[src/design/assert_macros.svh]
// ---------------------------------------------------------------------------
// assert_macros.svh
// Concurrent assertion helpers clocked on aclk, disabled while aresetn is low.
// ---------------------------------------------------------------------------
`ifndef ASSERT_MACROS_SVH
`define ASSERT_MACROS_SVH

// check a property at every rising edge outside reset
`define ASSERT_CLK(label, prop, msg) \
    label: assert property (@(posedge aclk) disable iff (!aresetn) (prop)) else $error(msg);

// check an implication at every rising edge outside reset
`define ASSERT_IMPL(label, ante, cons, msg) \
    label: assert property (@(posedge aclk) disable iff (!aresetn) (ante) |-> (cons)) \
        else $error(msg);

// check a next-cycle consequence outside reset
`define ASSERT_NEXT(label, ante, cons, msg) \
    label: assert property (@(posedge aclk) disable iff (!aresetn) (ante) |=> (cons)) \
        else $error(msg);

`endif

[src/design/stb_pkg.sv]
// ---------------------------------------------------------------------------
// stb_pkg
// Types and codes shared by the sorted table cells and top level.
// ---------------------------------------------------------------------------
package stb_pkg;

    localparam int unsigned ValueWidth  = 32;
    localparam int unsigned StatusWidth = 3;
    localparam int unsigned CountWidth  = 5;

    typedef enum logic [StatusWidth-1:0] {
        ST_INSERTED  = 3'd0,
        ST_DELETED   = 3'd1,
        ST_EMPTY     = 3'd2,
        ST_NOT_FOUND = 3'd3,
        ST_FULL      = 3'd4
    } status_t;

    typedef enum logic {
        CMD_INSERT = 1'b0,
        CMD_DELETE = 1'b1
    } cmd_t;

    typedef struct packed {
        logic                  ins_en;
        logic                  del_en;
        logic [ValueWidth-1:0] value;
    } cell_ctrl_t;

    typedef struct packed {
        logic less;
        logic match;
    } cell_flag_t;

endpackage

[src/design/stb_cell.sv]
// ---------------------------------------------------------------------------
// stb_cell
// One slot of the sorted table: compares its entry with the operand and
// takes the operand, its left neighbour or its right neighbour, or keeps its own.
// ---------------------------------------------------------------------------
module stb_cell (
    input  logic                                aclk,
    input  stb_pkg::cell_ctrl_t                 ctrl,
    input  logic                                occupied,
    input  logic                                left_less,
    input  logic [stb_pkg::ValueWidth-1:0]      left_entry,
    input  logic [stb_pkg::ValueWidth-1:0]      right_entry,
    output stb_pkg::cell_flag_t                 flag,
    output logic [stb_pkg::ValueWidth-1:0]      entry
);

    logic [stb_pkg::ValueWidth-1:0] entry_reg;
    logic [stb_pkg::ValueWidth-1:0] entry_next;

    assign flag.less  = occupied && ($signed(entry_reg) < $signed(ctrl.value));
    assign flag.match = occupied && (entry_reg == ctrl.value);
    assign entry      = entry_reg;

    always_comb begin
        entry_next = entry_reg;
        if (ctrl.ins_en && !flag.less) begin
            entry_next = left_less ? ctrl.value : left_entry;
        end else if (ctrl.del_en && !flag.less) begin
            entry_next = right_entry;
        end
    end

    always_ff @(posedge aclk) begin
        entry_reg <= entry_next;
    end

endmodule

[src/design/sorted_table_insert_delete_top.sv]
// ---------------------------------------------------------------------------
// sorted_table_insert_delete_top
// Ascending table of signed values with insert in order and delete by value,
// built as a row of compare-and-shift cells.
// ---------------------------------------------------------------------------
//  channel | ports                            | direction
//  s_      | s_valid s_ready s_cmd s_value    | in, one operation
//  m_      | m_valid m_ready m_status         | out, one result per operation
//          | m_entry_count m_smallest         |
//
//  All cells compare against the operand together and shift in the same
//  edge, so a new operation is taken every cycle unless a held result stalls.
//  The result register frees s_ready whenever it is empty or being taken.
//  Reset clears the fill count and the result valid; cell contents are kept.
//  A stalled result holds the table unchanged until it is taken.
// ---------------------------------------------------------------------------
`include "assert_macros.svh"

module sorted_table_insert_delete_top #(
    parameter int unsigned TABLE_DEPTH = 16
) (
    input  logic                                   aclk,
    input  logic                                   aresetn,
    input  logic                                   s_valid,
    output logic                                   s_ready,
    input  logic                                   s_cmd,
    input  logic signed [stb_pkg::ValueWidth-1:0]  s_value,
    output logic                                   m_valid,
    input  logic                                   m_ready,
    output logic [stb_pkg::StatusWidth-1:0]        m_status,
    output logic [stb_pkg::CountWidth-1:0]         m_entry_count,
    output logic signed [stb_pkg::ValueWidth-1:0]  m_smallest
);

    localparam int unsigned CntW = $clog2(TABLE_DEPTH + 1);

    logic [CntW-1:0]           count_reg;
    logic [CntW-1:0]           count_next;
    logic                      m_valid_reg;
    logic                      m_valid_next;
    stb_pkg::status_t          status_reg;
    stb_pkg::status_t          status_next;

    logic                      accept;
    logic                      is_full;
    logic                      is_empty;
    logic                      found;
    stb_pkg::cell_ctrl_t       ctrl;

    logic [stb_pkg::ValueWidth-1:0] entry [TABLE_DEPTH];
    stb_pkg::cell_flag_t            flag  [TABLE_DEPTH];
    logic [TABLE_DEPTH-1:0]         match_vec;
    logic [CntW+stb_pkg::CountWidth-1:0] count_wide;

    assign s_ready  = !m_valid_reg || m_ready;
    assign accept   = s_valid && s_ready;
    assign is_full  = (count_reg == CntW'(TABLE_DEPTH));
    assign is_empty = (count_reg == '0);

    always_comb begin
        for (int i = 0; i < TABLE_DEPTH; i++) begin
            match_vec[i] = flag[i].match;
        end
    end
    assign found = |match_vec;

    assign ctrl.value  = s_value;
    assign ctrl.ins_en = accept && (s_cmd == stb_pkg::CMD_INSERT) && !is_full;
    assign ctrl.del_en = accept && (s_cmd == stb_pkg::CMD_DELETE) && found;

    for (genvar g = 0; g < TABLE_DEPTH; g++) begin : g_cell
        logic                           left_less;
        logic [stb_pkg::ValueWidth-1:0] left_entry;
        logic [stb_pkg::ValueWidth-1:0] right_entry;

        if (g == 0) begin : g_head
            assign left_less  = 1'b1;
            assign left_entry = entry[g];
        end else begin : g_body
            assign left_less  = flag[g-1].less;
            assign left_entry = entry[g-1];
        end

        if (g == TABLE_DEPTH - 1) begin : g_tail
            assign right_entry = entry[g];
        end else begin : g_inner
            assign right_entry = entry[g+1];
        end

        stb_cell u_cell (
            .aclk        (aclk),
            .ctrl        (ctrl),
            .occupied    (CntW'(g) < count_reg),
            .left_less   (left_less),
            .left_entry  (left_entry),
            .right_entry (right_entry),
            .flag        (flag[g]),
            .entry       (entry[g])
        );
    end

    always_comb begin
        count_next  = count_reg;
        status_next = status_reg;
        if (accept) begin
            if (s_cmd == stb_pkg::CMD_INSERT) begin
                if (is_full) begin
                    status_next = stb_pkg::ST_FULL;
                end else begin
                    status_next = stb_pkg::ST_INSERTED;
                    count_next  = count_reg + CntW'(1);
                end
            end else if (is_empty) begin
                status_next = stb_pkg::ST_EMPTY;
            end else if (found) begin
                status_next = stb_pkg::ST_DELETED;
                count_next  = count_reg - CntW'(1);
            end else begin
                status_next = stb_pkg::ST_NOT_FOUND;
            end
        end
    end

    always_comb begin
        m_valid_next = m_valid_reg;
        if (accept) begin
            m_valid_next = 1'b1;
        end else if (m_ready) begin
            m_valid_next = 1'b0;
        end
    end

    always_ff @(posedge aclk) begin
        if (!aresetn) begin
            count_reg   <= '0;
            m_valid_reg <= 1'b0;
        end else begin
            count_reg   <= count_next;
            m_valid_reg <= m_valid_next;
        end
    end

    always_ff @(posedge aclk) begin
        status_reg <= status_next;
    end

    assign count_wide    = {{stb_pkg::CountWidth{1'b0}}, count_reg};
    assign m_valid       = m_valid_reg;
    assign m_status      = status_reg;
    assign m_entry_count = count_wide[stb_pkg::CountWidth-1:0];
    assign m_smallest    = is_empty ? '0 : $signed(entry[0]);

    `ASSERT_CLK(a_count_bound, count_reg <= CntW'(TABLE_DEPTH), "fill count above table depth")
    `ASSERT_NEXT(a_full_hold, accept && (s_cmd == stb_pkg::CMD_INSERT) && is_full,
        count_reg == $past(count_reg), "insert into full table changed the count")
    `ASSERT_NEXT(a_result_after_accept, accept, m_valid_reg, "accepted transaction gave no result")
    `ASSERT_IMPL(a_one_edit, 1'b1, !(ctrl.ins_en && ctrl.del_en), "insert and delete together")

endmodule
[config.mk]
export PLATFORM = sky130hd
export DESIGN_NAME = sorted_table_insert_delete_top
export DESIGN_NICKNAME = d
export VERILOG_FILES = /design/src/design/stb_pkg.sv /design/src/design/stb_cell.sv /design/src/design/sorted_table_insert_delete_top.sv
export VERILOG_INCLUDE_DIRS = /design/src /design/src/design
export SDC_FILE = /design/constraint.sdc
export NUM_CORES = 2
export LEC_CHECK = 0
export BUFFER_PORTS_ARGS = -buffer_cell sky130_fd_sc_hd__buf_2
export CORE_MARGIN = 3
export CORE_UTILIZATION = 58
export DETAILED_ROUTE_END_ITERATION = 8
export GPL_TIMING_DRIVEN = 0
export PLACE_DENSITY = 0.78
export SLEW_MARGIN = 20
export SYNTH_ARGS = -nofsm -noshare
export SYNTH_HDL_FRONTEND = slang
export SYNTH_SLANG_ARGS = --single-unit
[constraint.sdc]
create_clock -name aclk -period 4.6 [get_ports aclk]
set_input_delay 0 -clock aclk [delete_from_list [all_inputs] [get_ports aclk]]
set_output_delay 0 -clock aclk [all_outputs]
set_load 0.005 [all_outputs]
## After elaboration in Yosys (flattened, before gate mapping)

Index checks and enable logic that the tools add are counted.

| operators by class | value |
|---|---|
| add/sub/neg operators | 2 |
| multiply operators | 0 |
| div/mod/pow operators | 0 |
| $lt $le $gt $ge | 32 |
| equality and inequality tests | 20 |
| shifts and indexed selects | 0 |
| multiplexer cells | 56 |
| bitwise operators | 1 |
| reduce and logical (&&, ||, !) cells | 106 |

Operator list:

| cell | count |
|---|---|
| $mux 32 | 46 |
| $eq 32x32->1 | 16 |
| $lt 32x32->1 | 16 |
| $logic_and 1x1->1 | 68 |
| $lt 4x5->1 const A | 8 |
| $reduce_bool 2->1 | 16 |
| $lt 3x5->1 const A | 4 |
| $mux 5 | 4 |
| $logic_not 1->1 | 18 |
| $reduce_or 16->1 | 1 |
| $lt 1x5->1 const A | 2 |
| $lt 2x5->1 const A | 2 |
| $mux 3 | 2 |
| $add 5x1->5 const B | 1 |
| $eq 5x5->1 const B | 1 |
| $logic_not 5->1 | 1 |
| $sub 5x1->5 const B | 1 |
| $mux 2 | 2 |
| $ne 2x2->1 const B | 2 |
| $reduce_and 4->1 | 1 |
| $mux 1 | 2 |
| $ne 2x1->1 const B | 1 |
| $logic_or 1x1->1 | 1 |
| $not 1->1 | 1 |

| storage, ports and cells | value |
|---|---|
| register bits | 521 |
| bits in latches | 0 |
| memory bits (writable) | 0 |
| memory bits (read-only) | 0 |
| bits of input ports | 37 |
| word-level logic and storage cells | 236 |
| memories | 0 |

## Depth between registers and ports, before layout

| logic depth | value |
|---|---|
| depth after elaboration | 8 |
| depth in mapped cells | 14 |

## Hierarchy

Synthesis repeated with hierarchy kept, for this count alone.

| unflattened totals | value |
|---|---|
| cell total of the unflattened synthesis | 3,755 |
| area total of the unflattened synthesis | 42,406.9 µm² |

Modules (own cells, without submodules):

| module | times used | cells each | area an instance (µm²) | sequential area each (µm²) |
|---|---|---|---|---|
| stb_cell | 16 | 226 | 2,585.0 | 960.9 |
| sorted_table_insert_delete_top | 1 | 139 | 1,047.3 | 210.2 |

## Worst setup path before layout

No wires, ideal clock.

| path | value |
|---|---|
| kind | input port to flip-flop |
| from | input s_value[14] (netlist name) |
| to | register g_cell[7].u_cell.entry_reg (netlist bit g_cell[7].u_cell.entry[0]) (enable) |
| arrival time | 3.900 ns |
| path slack | 0.276 ns |
| stages | 12 |
| path buffers | 3 |
| cell sequence | buf_2 > inv_1 > ha_1 > a21oi_1 > nand2_1 > a21o_1 > a2111o_1 > a2111oi_2 > mux2i_1 > buf_2 > buf_2 > nor2b_1 |

| on the way | value |
|---|---|
| longest elaborated chain between the ends | 6 |

Ends and longest elaborated chain:

| element | RTL line | RTL |
|---|---|---|
| from (decl) | sorted_table_insert_delete_top.sv:27 | `input logic signed [stb_pkg::ValueWidth-1:0] s_value,` |
| branches (longest 5 deep; another with $lt 32x32->1) | -- |  |
| $reduce_bool 2->1 (no source line) * | -- |  |
| to (signal assigned) | stb_cell.sv:34 | `entry_reg <= entry_next;` |
| to (decl) | stb_cell.sv:17 | `logic [stb_pkg::ValueWidth-1:0] entry_reg;` |

Every way passes the cells marked *.
A chain may end at the register's enable or synchronous reset.

## Worst setup path after layout

| path | value |
|---|---|
| from | input s_value[17] (netlist name) |
| to | register g_cell[0].u_cell.entry_reg (netlist bit g_cell[0].u_cell.entry[4]) (enable) |

| on the way | value |
|---|---|
| longest elaborated chain between the ends | 6 |

Ends and longest elaborated chain:

| element | RTL line |
|---|---|
| branches (longest 5 deep; another with $lt 32x32->1) | -- |
| $reduce_bool 2->1 (no source line) * | -- |
| to (signal assigned) | stb_cell.sv:34 |
| to (decl) | stb_cell.sv:17 |

Marks and branches as above.

==> results by group <==
STA
  – Setup Viol. Count Final: 0
  – Actual slew at the worst max-slew pin: 1.08 ns
  – Setup ws final: just over 0.09 ns
  – Hold Violations, Final: 0
  – Worst Clk Skew: 0.0271 ns
  – Final period util: 98.0%
  – Slew headroom: 27.2%
  – Fin crit period: roughly 4.5 ns
  – Final slew viol count: 0
  – Fmax: 222 MHz
  – Hold Slack: 0.0140 ns
  – RSZ-0062 raised after global routing: no

Clocking
  – # clock sinks: 521
  – CTS clk-pin slew, worst paths: around 0.060 ns
  – Root Driver: clkbuf_16
  – H-tree Lvls: 2
  – TritonCTS clock tree: yes
  – Worst-skew pair later-pin latency: ~0.65 ns
  – CTS buffer count: 58
  – CTS max path bufs: 3

Global routing
  – First-pass GRT wire length: 179000 um
  – Vias in the first global route: 30200
  – Total congestion overflow: 0
  – Most used routing layer: met2
  – Largest net degree at the start of global routing: 33
  – Met2 Resource Use GR: 53.1%
  – M3 GR Usage: 5.95%
  – Met1 usage: a little under half
  – Antenna violations before repair: 15
  – Gr usage total: 34.0%

Logic synthesis
  – Synth warnings: 0
  – Post-synth top cells: 516 x ha_1, 515 x edfxtp_1, 467 x o21ai_0
  – Synthesized cell area: 0.0382 sq mm
  – Post-synth EDFFs: 515
  – Synthesized flop and latch total: 521
  – Post-synthesis mux area share: 14.0%
  – Distinct cells, synth: 76
  – Post-synthesis sequential area ratio: 40.7%
  – Adder-cell share of the synthesized area: between 15 and 20%
  – Mapped Cells: approximately 3700
  – Async set or reset register ratio after synthesis: 0%
  – Average size of a mapped cell: 10.4 sq um
  – Yosys top cell area share: 40.4%
  – Synth area leader: edfxtp_1
  – Compound-Gate Fraction of Synth Area: 15.5%
  – Top-count cell post-synth: ha_1
  – Xor/xnor share of the synthesized area: 0.0229%
  – Synth area leaders: edfxtp_1 40%, ha_1 17%, mux2i_1 11%
  – Syn_nets: 4230
  – Top_reg_cell synth: edfxtp_1
  – Largest family of logic cells by synthesized area: adder cells
  – Simple-gate share of the synthesized area: about a tenth

Floorplan
  – Initial core utilization: 59.0%
  – DIE AREA: 0.0691 sq mm
  – Die width: approximately 260 um
  – I/O pin count: 79
  – Core Rows: 93
  – Core Box Area: 0.0648 sq mm
  – Die height: 263 um

Finish
  – Share of layout cells above drive strength 1: between 10% and 20%
  – Register Area: 0.0156 sq mm
  – Final #Nets: around 4400
  – Fill count: 5123
  – Max reg flops: around 510
  – Synthesis-to-finish area growth: 11.6%
  – Area of the multi-input gates: roughly 0.022 sq mm
  – Post-route core utilization: 65.9%

Outcome
  – Status: finished, final reports clean

Power and ir drop
  – Static leakage: 17.3 nW
  – Max VDD drop: 307 uV
  – PD cells: 317 mW/mm^2

Setup path
  – Worst Setup End Kind: flop
  – Classification of the worst setup path: in2reg
  – Crit path DAT: about 4.8 ns
  – Critical Path Start Type: input port
  – Peak fanout along the critical path: 27
  – Critical Path RT: 4.94 ns

Routing
  – Drt wl/cell: 25.3 um
  – Post-route ant nets: 0
  – Number of remaining DRC errors: 0
  – Final WL: roughly 120000 um
  – Drt pass-1 iters: 7
  – Initial DRC count: between 4000 and 5000
  – Routed vias: about 32000
  – Via density: 6.57

Place
  – Post-DP HPWL: 93500 um
  – Port Buffers: 78
  – Placement Setup Slack: -1.75 ns
  – Final Wtd Congestion: ~0.95

Run
  – Max Cap Violations: 0

Worst hold path
  – Worst hold path type: in2reg
## where the power goes
group / leakage, nW / switching (W) / internal, W
Clock: 0.934 / 0.00202 / 0.00275
Sequential: 4.85 / 0.000254 / 0.00564
Combinational: 11.5 / 0.00177 / 0.00108
## worst paths after layout
check             cells past startpoint  slack, ns                                   from                               endpoint
setup / recovery                     13       0.09                            s_value[17]    g_cell[0].u_cell.entry[4]$_DFFE_PP_
hold / removal                        3       0.01                            s_value[31]   g_cell[5].u_cell.entry[31]$_DFFE_PP_
setup reg to reg                     10       0.15          m_entry_count[0]$_SDFFE_PN0P_   g_cell[5].u_cell.entry[29]$_DFFE_PP_
hold reg to reg                       2       0.56  g_cell[15].u_cell.entry[15]$_DFFE_PP_  g_cell[14].u_cell.entry[15]$_DFFE_PP_
## cells by family (layout without fill, tap and decap cells)
logic type,after synthesis,after routing
other,0,3
buffers and inverters,285,550
xor gates and xnor gates,1,1
AOI/OAI and AO/OA,1081,1081
and+or+nand+nor,750,750
adders and majority gates,516,516
muxes,523,523
DFF,521,521
## worst max-delay path, cell delays in order
cell      delay, ns
buf_2          0.24
buf_2          0.34
inv_1          0.48
ha_1           0.50
nand4_1        0.12
nor4_1         0.78
nand3_1        0.49
nand4_1        0.32
nor4_1         0.15
a21boi_4       0.38
clkbuf_2       0.42
nor2b_4        0.34
buf_12         0.22
## placed cells by master, fill, tap and decap left out, drive strengths merged, types with 19 or more instances in the layout
master / count
edfxtp: 515
mux2: 97
buf: 195
o211ai: 20
ha: 516
clkbuf: 203
nor2b: 64
mux2i: 426
dlygate4sd3: 59
nand3: 47
nand2: 352
a21oi: 429
clkinv: 19
nor4: 21
nor2: 80
inv: 69
nand4: 104
o21ai: 486
a21o: 40
## repair_timing
item                       in CTS  in global routing
setup endpoints to repair     482                299
setup buffers                   2                  5
pin swaps                       0                  1
hold endpoints to repair      158                  0
resized for setup              10                  5
hold buffers                   59                  0
## through the flow
step                      power [W]  instance area [sq um]  cells   TNS, ns
after floorplan             0.00773                  38200   3677         0
after global placement      0.00851                  39700   4610  -1432.25
after detailed placement    0.00864                  40100   4622   -714.80
after CTS                    0.0134                  42600   4793         0
after global routing         0.0140                  42700   4798         0
final                        0.0135                  42700   4800         0
## layout make-up
cell class                      count  share of cell area [%]
Clock inverter                     22                   0.393
Multi-Input combinational cell   2871                    50.5
Buffer                            213                    2.30
Timing Repair Buffer              156                    3.05
Antenna cell                        3                  0.0176
Inverter                           71                   0.642
Sequential cell                   521                    36.5
Clock buffer                       88                    4.07
Tap cell                          855                    2.51
## per-layer routing
metal,part of all wire [%],up-vias,routed length [um]
met4,4.0,2,4830
met2,44,1856,53200
li1,-,14500,-
met3,12,278,15200
met1,40,14900,48200
met5,0.0082,-,10
(Power assumes the default switching activity.)
